<file path="src/rtl/core/pfcs_pkg.sv">
// Types, constants and helper functions of the pin follower change scanner.
`default_nettype none

package pfcs_pkg;

    localparam int NUM_PINS  = 30;
    localparam int NUM_PORTS = 4;
    localparam int PIN_W     = 5;
    localparam int PORT_W    = 2;
    localparam int BIT_W     = 3;
    localparam int BYTE_W    = 8;
    localparam int MAP_DEPTH = NUM_PINS * NUM_PORTS;
    localparam int MAP_AW    = PIN_W + PORT_W;
    localparam int MAP_W     = 2 * BYTE_W;

    // Port 3 carries no pins on its two low bits; a scan forces them high.
    localparam logic [BYTE_W-1:0] GUARD_BITS       = 8'h03;
    localparam logic [PORT_W-1:0] GUARD_PORT       = 2'd3;
    localparam logic [BIT_W-1:0]  PORT3_BIT_OFFSET = 3'd2;

    typedef enum logic {
        CMD_BASELINE = 1'b0,
        CMD_SCAN     = 1'b1
    } cmd_t;

    typedef struct packed {
        cmd_t                command;
        logic [PIN_W-1:0]    driven_pin;
        logic [PORT_W-1:0]   port_index;
        logic [BYTE_W-1:0]   sample;
    } pfcs_in_t;

    typedef struct packed {
        logic [PIN_W-1:0]    source_pin;
        logic [PORT_W-1:0]   follower_port;
        logic [BIT_W-1:0]    follower_bit;
        logic                pressed;
        logic                last;
    } pfcs_out_t;

    // Port that a pin number lives on.
    function automatic logic [PORT_W-1:0] pin_home_port(input logic [PIN_W-1:0] pin);
        return pin[PIN_W-1:BIT_W];
    endfunction

    // Bit position of a pin within its port; port 3 starts at bit 2.
    function automatic logic [BIT_W-1:0] pin_bit(input logic [PIN_W-1:0] pin);
        logic [BIT_W-1:0] b;
        b = pin[BIT_W-1:0];
        if (pin_home_port(pin) == GUARD_PORT)
        begin
            b = b + PORT3_BIT_OFFSET;
        end
        return b;
    endfunction

    // True when the byte has no more than one bit set.
    function automatic logic at_most_one(input logic [BYTE_W-1:0] m);
        return (m & (m - 8'd1)) == '0;
    endfunction

    // True when the byte has no more than two bits set.
    function automatic logic at_most_two(input logic [BYTE_W-1:0] m);
        logic [BYTE_W-1:0] rest;
        rest = m & (m - 8'd1);
        return (rest & (rest - 8'd1)) == '0;
    endfunction

endpackage

`default_nettype wire

</file>
<file path="src/rtl/core/pfcs_ram.sv">
// Generic single-write, single-read RAM with a registered read port.
`default_nettype none

module pfcs_ram #(
    parameter int WIDTH = 8,
    parameter int DEPTH = 16
) (
    input  wire logic                     clk,
    input  wire logic                     we,
    input  wire logic [$clog2(DEPTH)-1:0] waddr,
    input  wire logic [WIDTH-1:0]         wdata,
    input  wire logic [$clog2(DEPTH)-1:0] raddr,
    output logic      [WIDTH-1:0]         rdata
);

    logic [WIDTH-1:0] mem [DEPTH];

    always_ff @(posedge clk)
    begin
        if (we)
        begin
            mem[waddr] <= wdata;
        end
        rdata <= mem[raddr];
    end

endmodule

`default_nettype wire

</file>
<file path="src/rtl/core/pin_follower_change_scanner_core.sv">
// Top level of the pin follower change scanner: map lookup, change detect and event drain.
`default_nettype none

// A beat on the input side is one sampled port byte, accepted at a rising edge with start
// high and busy low. A baseline beat stores the byte for its (driven pin, port) pair and
// yields no events. A scan beat yields one event per pin whose follower status changed,
// lowest bit first, each on the result port for exactly one cycle with strobe high; the
// final event of a beat has last set. The first event of a beat reaches the result port
// after its map lookup and compare: the map read is registered on the edge that accepts
// the beat, the compare fills the following cycle, and the event drain register then
// takes the events. Events leave at one per cycle, so a beat occupies the result port for
// as long as it has events; beats that yield zero or one event can be given in every
// cycle. The event drain register sets the beat rate: busy rises only when the events
// still waiting would not be gone before the next beat's events arrive, so the block never
// drops an event and needs no stall from the receiver, which has none. Driven pins of 30
// and above are ignored entirely. The baseline and previous maps live in one memory of 120
// words and are not cleared at reset; a scan of a pair that never saw a baseline beat
// gives undefined events. There is no clearing pass after reset.
module pin_follower_change_scanner_core (
    input  wire logic               clk,
    input  wire logic               rst_n,
    input  wire logic               start,
    output logic                    busy,
    input  wire pfcs_pkg::pfcs_in_t item,
    output logic                    strobe,
    output pfcs_pkg::pfcs_out_t     result
);

    import pfcs_pkg::*;

    logic                accept;
    logic [MAP_AW-1:0]   in_addr;

    // Lookup stage: the beat being compared against its map entry.
    logic                b_valid_reg;
    pfcs_in_t            b_item_reg;
    logic [MAP_W-1:0]    ram_rdata;
    logic [MAP_AW-1:0]   b_addr;
    logic                b_pin_ok;
    logic                b_we;
    logic [MAP_W-1:0]    b_entry;
    logic [BYTE_W-1:0]   b_base;
    logic [BYTE_W-1:0]   b_prev;
    logic [BYTE_W-1:0]   b_smp;
    logic [BYTE_W-1:0]   b_now;
    logic [BYTE_W-1:0]   b_own;
    logic [BYTE_W-1:0]   b_mask;
    logic [MAP_W-1:0]    b_wdata;

    // Bypass for a write that lands on the same edge as the next read.
    logic                fwd_valid_reg;
    logic [MAP_AW-1:0]   fwd_addr_reg;
    logic [MAP_W-1:0]    fwd_data_reg;

    // Event drain: pending change bits of the beat being reported.
    logic [BYTE_W-1:0]   e_mask_reg;
    logic [BYTE_W-1:0]   e_mask_next;
    logic [BYTE_W-1:0]   e_now_reg;
    logic [PIN_W-1:0]    e_pin_reg;
    logic [PORT_W-1:0]   e_port_reg;
    logic [BYTE_W-1:0]   e_rest;
    logic [BIT_W-1:0]    e_bit;

    assign accept  = start && !busy;
    assign in_addr = {item.driven_pin, item.port_index};

    pfcs_ram #(
        .WIDTH (MAP_W),
        .DEPTH (MAP_DEPTH)
    ) u_map (
        .clk   (clk),
        .we    (b_we),
        .waddr (b_addr),
        .wdata (b_wdata),
        .raddr (in_addr),
        .rdata (ram_rdata)
    );

    // Each map word holds the baseline byte above the previous sample byte.
    always_comb
    begin
        b_addr   = {b_item_reg.driven_pin, b_item_reg.port_index};
        b_pin_ok = b_item_reg.driven_pin < PIN_W'(NUM_PINS);
        b_we     = b_valid_reg && b_pin_ok;
        b_entry  = (fwd_valid_reg && fwd_addr_reg == b_addr) ? fwd_data_reg : ram_rdata;
        b_base   = b_entry[MAP_W-1:BYTE_W];
        b_prev   = b_entry[BYTE_W-1:0];
        b_smp    = b_item_reg.sample;
        if (b_item_reg.port_index == GUARD_PORT)
        begin
            b_smp = b_smp | GUARD_BITS;
        end
        b_now = b_base & ~b_smp;

        // The driven pin always reads low on its own port, so it is never reported.
        b_own = '0;
        if (b_item_reg.port_index == pin_home_port(b_item_reg.driven_pin))
        begin
            b_own = BYTE_W'(1) << pin_bit(b_item_reg.driven_pin);
        end

        b_mask  = '0;
        b_wdata = {b_base, b_smp};
        unique case (b_item_reg.command)
            CMD_BASELINE:
            begin
                b_wdata = {b_item_reg.sample, b_item_reg.sample};
            end
            CMD_SCAN:
            begin
                if (b_valid_reg && b_pin_ok)
                begin
                    b_mask = (b_now ^ (b_base & ~b_prev)) & ~b_own;
                end
            end
        endcase
    end

    // The drain never holds more than one bit when a new beat's events arrive.
    always_comb
    begin
        e_rest = e_mask_reg & (e_mask_reg - 8'd1);
        if (b_valid_reg)
        begin
            e_mask_next = b_mask;
        end
        else
        begin
            e_mask_next = e_rest;
        end

        e_bit = '0;
        for (int i = BYTE_W - 1; i >= 0; i--)
        begin
            if (e_mask_reg[i])
            begin
                e_bit = BIT_W'(i);
            end
        end
    end

    // A beat taken now has its events loaded into the drain after its map lookup; the drain
    // must be down to one pending bit by then.
    assign busy = b_valid_reg ? !at_most_one(b_mask) : !at_most_two(e_mask_reg);

    assign strobe               = |e_mask_reg;
    assign result.source_pin    = e_pin_reg;
    assign result.follower_port = e_port_reg;
    assign result.follower_bit  = e_bit;
    assign result.pressed       = e_now_reg[e_bit];
    assign result.last          = e_rest == '0;

    always_ff @(posedge clk or negedge rst_n)
    begin
        if (!rst_n)
        begin
            b_valid_reg   <= 1'b0;
            fwd_valid_reg <= 1'b0;
            e_mask_reg    <= '0;
        end
        else
        begin
            b_valid_reg   <= accept;
            fwd_valid_reg <= b_we;
            e_mask_reg    <= e_mask_next;
        end
    end

    always_ff @(posedge clk)
    begin
        if (accept)
        begin
            b_item_reg <= item;
        end
        fwd_addr_reg <= b_addr;
        fwd_data_reg <= b_wdata;
        if (b_valid_reg)
        begin
            e_now_reg  <= b_now;
            e_pin_reg  <= b_item_reg.driven_pin;
            e_port_reg <= b_item_reg.port_index;
        end
    end

endmodule

`default_nettype wire

</file>
<file path="config.mk">
export PLATFORM = sky130hd
export DESIGN_NAME = pin_follower_change_scanner_core
export DESIGN_NICKNAME = d
export VERILOG_FILES = /design/src/rtl/core/pfcs_pkg.sv /design/src/rtl/core/pfcs_ram.sv /design/src/rtl/core/pin_follower_change_scanner_core.sv
export SDC_FILE = /design/constraint.sdc
export NUM_CORES = 2
export LEC_CHECK = 0
export BUFFER_PORTS_ARGS = -buffer_cell sky130_fd_sc_hd__buf_2
export CAP_MARGIN = 20
export CORE_MARGIN = 10
export CORE_UTILIZATION = 36
export DETAILED_ROUTE_END_ITERATION = 8
export HOLD_SLACK_MARGIN = 0.12
export PLACE_DENSITY = 0.6
export SLEW_MARGIN = 40
export SYNTH_ARGS = -nofsm -noshare
export SYNTH_HDL_FRONTEND = slang
export SYNTH_SLANG_ARGS = --single-unit
</file>
<file path="constraint.sdc">
create_clock -name clk -period 7.8 [get_ports clk]
set_input_delay 1.56 -clock clk [delete_from_list [all_inputs] [get_ports clk]]
set_output_delay 1.56 -clock clk [all_outputs]
set_load 0.02 [all_outputs]
</file>
* Yosys cells after proc, flatten, opt, wreduce, memory -nomap -nowiden
Memories as Yosys holds them, arrays and structs flattened. A register that Yosys moved wholly into a read port is not among the register bits. Index checks and enable logic that the tools add are counted.
Word-level totals: flip-flop bits (word level) 64, RAM bits 1920, input port bits 19, output and inout bits 14, logic and storage cells 66, memories kept 1
Memories:
- u_map.mem | words 120, bits a word 16, read ports 1, clocked after memory_dff 1, wr ports 1, line pfcs_ram.sv:16 | logic [WIDTH-1:0] mem [DEPTH];
Cells by class: add/sub/neg operators 4, order comparisons 2, eq/ne operators 4, shift operators 1, multiplexer cells 22, bitwise logic cells 10, reduce and logical (&&, ||, !) cells 10
Operators with widths (count):
- 8-bit AND | 6
- 16-bit two-way mux | 2
- 8-bit two-way mux | 4
- 3-bit two-way mux | 10
- 8-bit logical NOT | 3
- 8-bit inverter | 3
- 8-bit by 1-bit subtractor with 8-bit output, second input constant | 3
- 8-bit OR reduction | 1
- 1-bit by 3-bit left shift with 8-bit output, first input constant | 1
- 8-bit XOR | 1
- 7-bit == test | 1
- 5-bit < comparator, second input constant | 1
- 2-bit == test, second input constant | 2
- 3-bit by 4-bit < comparator with 1-bit output, second input constant | 1
- 1-bit two-way mux | 4
- 3-bit by 2-bit adder with 3-bit output, second input constant | 1
- 1-bit binary-select mux with 3-bit select | 1
- 1-bit logical AND | 3
- 1-bit logical NOT | 3
- 2-bit == test | 1
- 2-bit two-way mux | 1

* Logic depth before layout (Yosys ltp)
word-level depth 16, depth in mapped cells 12, depth with buffers taken out 10

* By module
A second synthesis with hierarchy kept.
Unflattened totals: cell total of the unflattened synthesis 3775, area, all modules 78062.4 sq um
Modules (own cells, without submodules):
- pfcs_ram | instances 1, cells each 3498, area each 74944.4 sq um, sequential area each 57975.6 sq um
- pin_follower_change_scanner_core | instances 1, cells each 277, area each 3118.0 sq um, sequential area each 1641.6 sq um

* Least setup slack after synthesis
No wires, ideal clock.
kind flip-flop to flip-flop, start point reg b_item_reg[6] (netlist name), end point mem u_map.mem[0][14] (netlist name) (data pin), library setup time 0.853 ns, arrival 5.227 ns, data required time 6.947 ns, setup slack 1.720 ns, stages on the path, launching flop included 3, path buffers 0, period minus slack after synthesis 6.080 ns, path through edfxtp_1 nor2_1 a21oi_1
On the way: word-level cells in the longest chain between the ends 1
RTL lines:
- from (decl) | line pin_follower_change_scanner_core.sv:36 | pfcs_in_t b_item_reg;
- from (signal assigned) | line pin_follower_change_scanner_core.sv:173 | b_item_reg <= item;
- 16-bit two-way mux | line pin_follower_change_scanner_core.sv:104 | unique case (b_item_reg.command)
- via b_wdata[14] | line pin_follower_change_scanner_core.sv:48 | logic [MAP_W-1:0] b_wdata;
- to (decl) | line pfcs_ram.sv:16
The timed path passes the listed nets, and every way through them passes these cells.

* Final worst setup path
start point reg b_item_reg, in the netlist b_addr[6], end point out busy
On the way: word-level cells in the longest chain between the ends 14, elaborated cells on any way between the ends 24, classes of those cells 1 x add/sub; 1 x order compare; 3 x eq/ne; 1 x shift; 7 x mux; 7 x bitwise; 4 x reduce/logical
RTL lines:
- 7-bit == test or 2-bit == test (tied branches) | line pin_follower_change_scanner_core.sv:85, pfcs_pkg.sv:50
- 1-bit logical AND or 3-bit two-way mux (tied branches) | line pin_follower_change_scanner_core.sv:85, pfcs_pkg.sv:50
- 16-bit two-way mux or 3-bit two-way mux (tied branches) | line pin_follower_change_scanner_core.sv:85, pin_follower_change_scanner_core.sv:97
- 8-bit inverter or 1-bit by 3-bit left shift with 8-bit output (tied branches) | line pin_follower_change_scanner_core.sv:113, pin_follower_change_scanner_core.sv:99
- 8-bit AND or 8-bit two-way mux (tied branches) | line pin_follower_change_scanner_core.sv:113, pin_follower_change_scanner_core.sv:97
- 8-bit XOR or 8-bit inverter (tied branches) | line pin_follower_change_scanner_core.sv:113 | b_mask = (b_now ^ (b_base & ~b_prev)) & ~b_own;
- 8-bit AND | line pin_follower_change_scanner_core.sv:113
- 8-bit two-way mux (*) | line pin_follower_change_scanner_core.sv:111 | if (b_valid_reg && b_pin_ok)
- 8-bit two-way mux (*) | line pin_follower_change_scanner_core.sv:104
- 8-bit by 1-bit subtractor with 8-bit output | line pfcs_pkg.sv:59 | return (m & (m - 8'd1)) == '0;
- 8-bit AND (*) | line pfcs_pkg.sv:59
- 8-bit logical NOT (*) | line pfcs_pkg.sv:59
- 1-bit logical NOT (*) | line pin_follower_change_scanner_core.sv:144 | assign busy = b_valid_reg ? !at_most_one(b_mask) : !at_most_two(e_mask_reg);
- 1-bit two-way mux (*) | line pin_follower_change_scanner_core.sv:144
- to (decl) | line pin_follower_change_scanner_core.sv:23 | output logic busy,
Mark *: on every way between the ends. The rest lies on a longest branch, timed or not. The select of a mux whose other input is x is not followed.

==> metrics.csv <==
metric,value,unit
critical_path.reg2reg.endpoint,b_addr[2]$_DFFE_PP_,
crit_start,b_addr[6]$_DFFE_PP_,
grt_pass1_wl,268000,um
multi_input_comb_area,16600,um^2
hold_violations,0,
outcome,finished clean,
leakage_power,26.8,nW
detail_route.drc_violations,0,
design.core.area,212000,um^2
detail-route-antenna-nets,0,
postCtsHoldBufs,0,
clk_latency,0.84,ns
drt_wl_total,188000,um
post_cts.resized_instances,0,
grt_setup_unrepaired,no,
placement.io_buffers,32,
worst_setup_end_kind,output port,
detailedRoute.firstPassIterationCount,6,
final_cell_area,87700,um^2
worst_hold_path_type,in -> async,
synth_area_per_cell,24.0,um^2
ctsLongestPathBuffers,3,
cp_cell_sequence,xnor2_1 > nand4_1 > nor2_1 > buf_4 > mux2i_1 > nor3_1 > nor4_1 > o21ai_0 > a22o_1 > buf_2,
path_max_fanout,14,
cap_violations,0,
clk_pin_slew_worst_paths,0.06,ns
clk_root_buffer_cell,clkbuf_16,
final_max_slew_viol_count,0,
critPathBufInv,2,
instance_area_at_placement,81600,um^2
postSynth.topFlopCell,edfxtp_1,
post-layout-total-power,0.0227,W
avgRoutedWirePerCell,29.2,um
clkSinkCount,2000,
grt_antenna_before_repair,10,
dieWidth,481,um
worst-slew-pin-transition,0.917,ns
netlist-cell-type-count,49,
layout_min_cycle_time,5.89,ns
netlist_area,76600,um^2
clock-skew-final,0.0294,ns
slowest_library_cell_on_the_worst_path,edfxtp_1,
detail_placement_hpwl,107000,um
timing.setup.critical_path_class,reg -> out,
r2r-start,b_addr[6]$_DFFE_PP_,
most_common_cell_after_layout_fill_and_taps_aside,edfxtp_1,
tritoncts_clock_tree,yes,
min_period_over_period,75.5,%
ios,33,
whs,0.595,ns
layout.nets,3466,
worst-r2r-cell-count,10,
post_synth_inst_count,3194,
final-setup-viol-count,0,
area_growth_syn_to_layout,14.5,%
dr.first_iter.drc_count,4029,
vdd.ir_drop.worst,0.248,mV
ff_latch_area,59600,um^2
grt_pass1_vias,35400,
finalSetupTns,0,ns
postSynth.asyncResetShare,0.500,%
worstPathRequired,6.24,ns
grtUsageTotal,16.0,%
synth_seq_area_share,77.8,%
initial_core_utilization,36.2,%
fillerInstances,18200,
per_cell_via_count_in_the_routed_design,5.49,
cellPowerDensity,258,nW/um^2
die_area,232000,um^2
timing.critical_path.max_delay_family,simple AND/OR/NAND/NOR gates,
grt_max_degree,119,
max-slew-margin-rel,38.8,%
crit_path_max_incr_delay,0.83,ns
mostFrequentLayoutCells,"edfxtp_1, mux4_2, clkbuf_16",
post_cts_buffers,0,
critPathLaunchType,flop,
globalplace.congestion,0.791,
die_y,481,um
route.vias.total,35300,
numCtsBuffers,192,
r2r_setup_slack,3.65,ns
number_of_enable_type_register_cells_in_the_synthesized_netlist,1951,
fraction_of_final_layout_cells_sized_beyond_drive_strength_1,33.7,%
gr-total-overflow,0,
synth.net_count,3217,
synthesis.yosys.warnings,0,
cp.arrival,4.33,ns
fmax,170,MHz
post-route-util,41.4,%
core_rows,169,
cts-htree-levels,4,
yosys_register_bits,2000,
largest_register_ffs,1920,
==> metal layers <==
metal  track usage [%]  routed length [um]
met5                 0                  29
met3              2.95               14000
met1              23.0               79400
met4              4.43                4630
met2              25.0               89600
==> per-stage QoR <==
stage	instances	setup slack [ns]
2_1_floorplan	3194	1.72
3_3_place_gp	6057	2.58
3_5_place_dp	6067	2.65
4_1_cts	6418	1.91
5_1_grt	6421	1.69
6_report	6430	1.91
==> cells in the mapped netlist, types with 6 or more instances <==
master    instances  area (um^2)
edfxtp_1       1951        58600
mux4_2          615        13900
nor2_1          152          571
clkbuf_1         98          368
buf_2            48          240
dfxtp_1          39          781
mux2_2           36          405
a21oi_1          33          165
nand2_1          31          116
mux2i_1          26          260
o21ai_0          16         80.1
buf_1            15         56.3
xnor2_1          15          131
nand3_1          14         70.1
dfrtp_1          10          250
inv_1            10         37.5
nor2b_1           8         50.1
o211ai_1          6         45.0
==> logic make-up after synthesis <==
group / count (synthesis) / synth area share, %
DFF: 2000 / 77.8
adders and majority gates: 5 / 0.0784
AOI/OAI and AO/OA: 80 / 0.639
and+or+nand+nor: 237 / 1.33
muxes: 677 / 18.9
buffers and inverters: 176 / 0.975
xor gates and xnor gates: 19 / 0.217
==> where the power goes <==
| group | switching, W | internal (W) | leakage, nW |
|---|---|---|---|
| clock | 0.00393 | 0.00495 | 2.88 |
| combinational | 0.00105 | 0.000525 | 5.96 |
| sequential | 0.0000642 | 0.0121 | 18.0 |
| total | 0.00504 | 0.0176 | 26.8 |
==> final cells by class <==
type	count	area share [%]
inverter	10	0.0428
clock buffer	264	5.95
multi-input combinational	1018	19.0
antenna	9	0.0257
timing repair buffer	221	2.20
sequential	2000	68.0
clock inverter	87	0.823
tap	2821	4.02
==> worst max path at each step <==
| stage | end | slack, ns | cells past startpoint |
|---|---|---|---|
| after floorplan | u_map.mem[0][14]$_DFFE_PP_ | 1.72 | 2 |
| after global placement | u_map.rdata[6]$_DFF_P_ | 2.58 | 6 |
| after detailed placement | u_map.rdata[6]$_DFF_P_ | 2.65 | 7 |
| after CTS | busy | 1.91 | 10 |
| after global routing | busy | 1.69 | 10 |
| final | busy | 1.91 | 10 |
No activity file was read; power rests on OpenSTA's default activity.
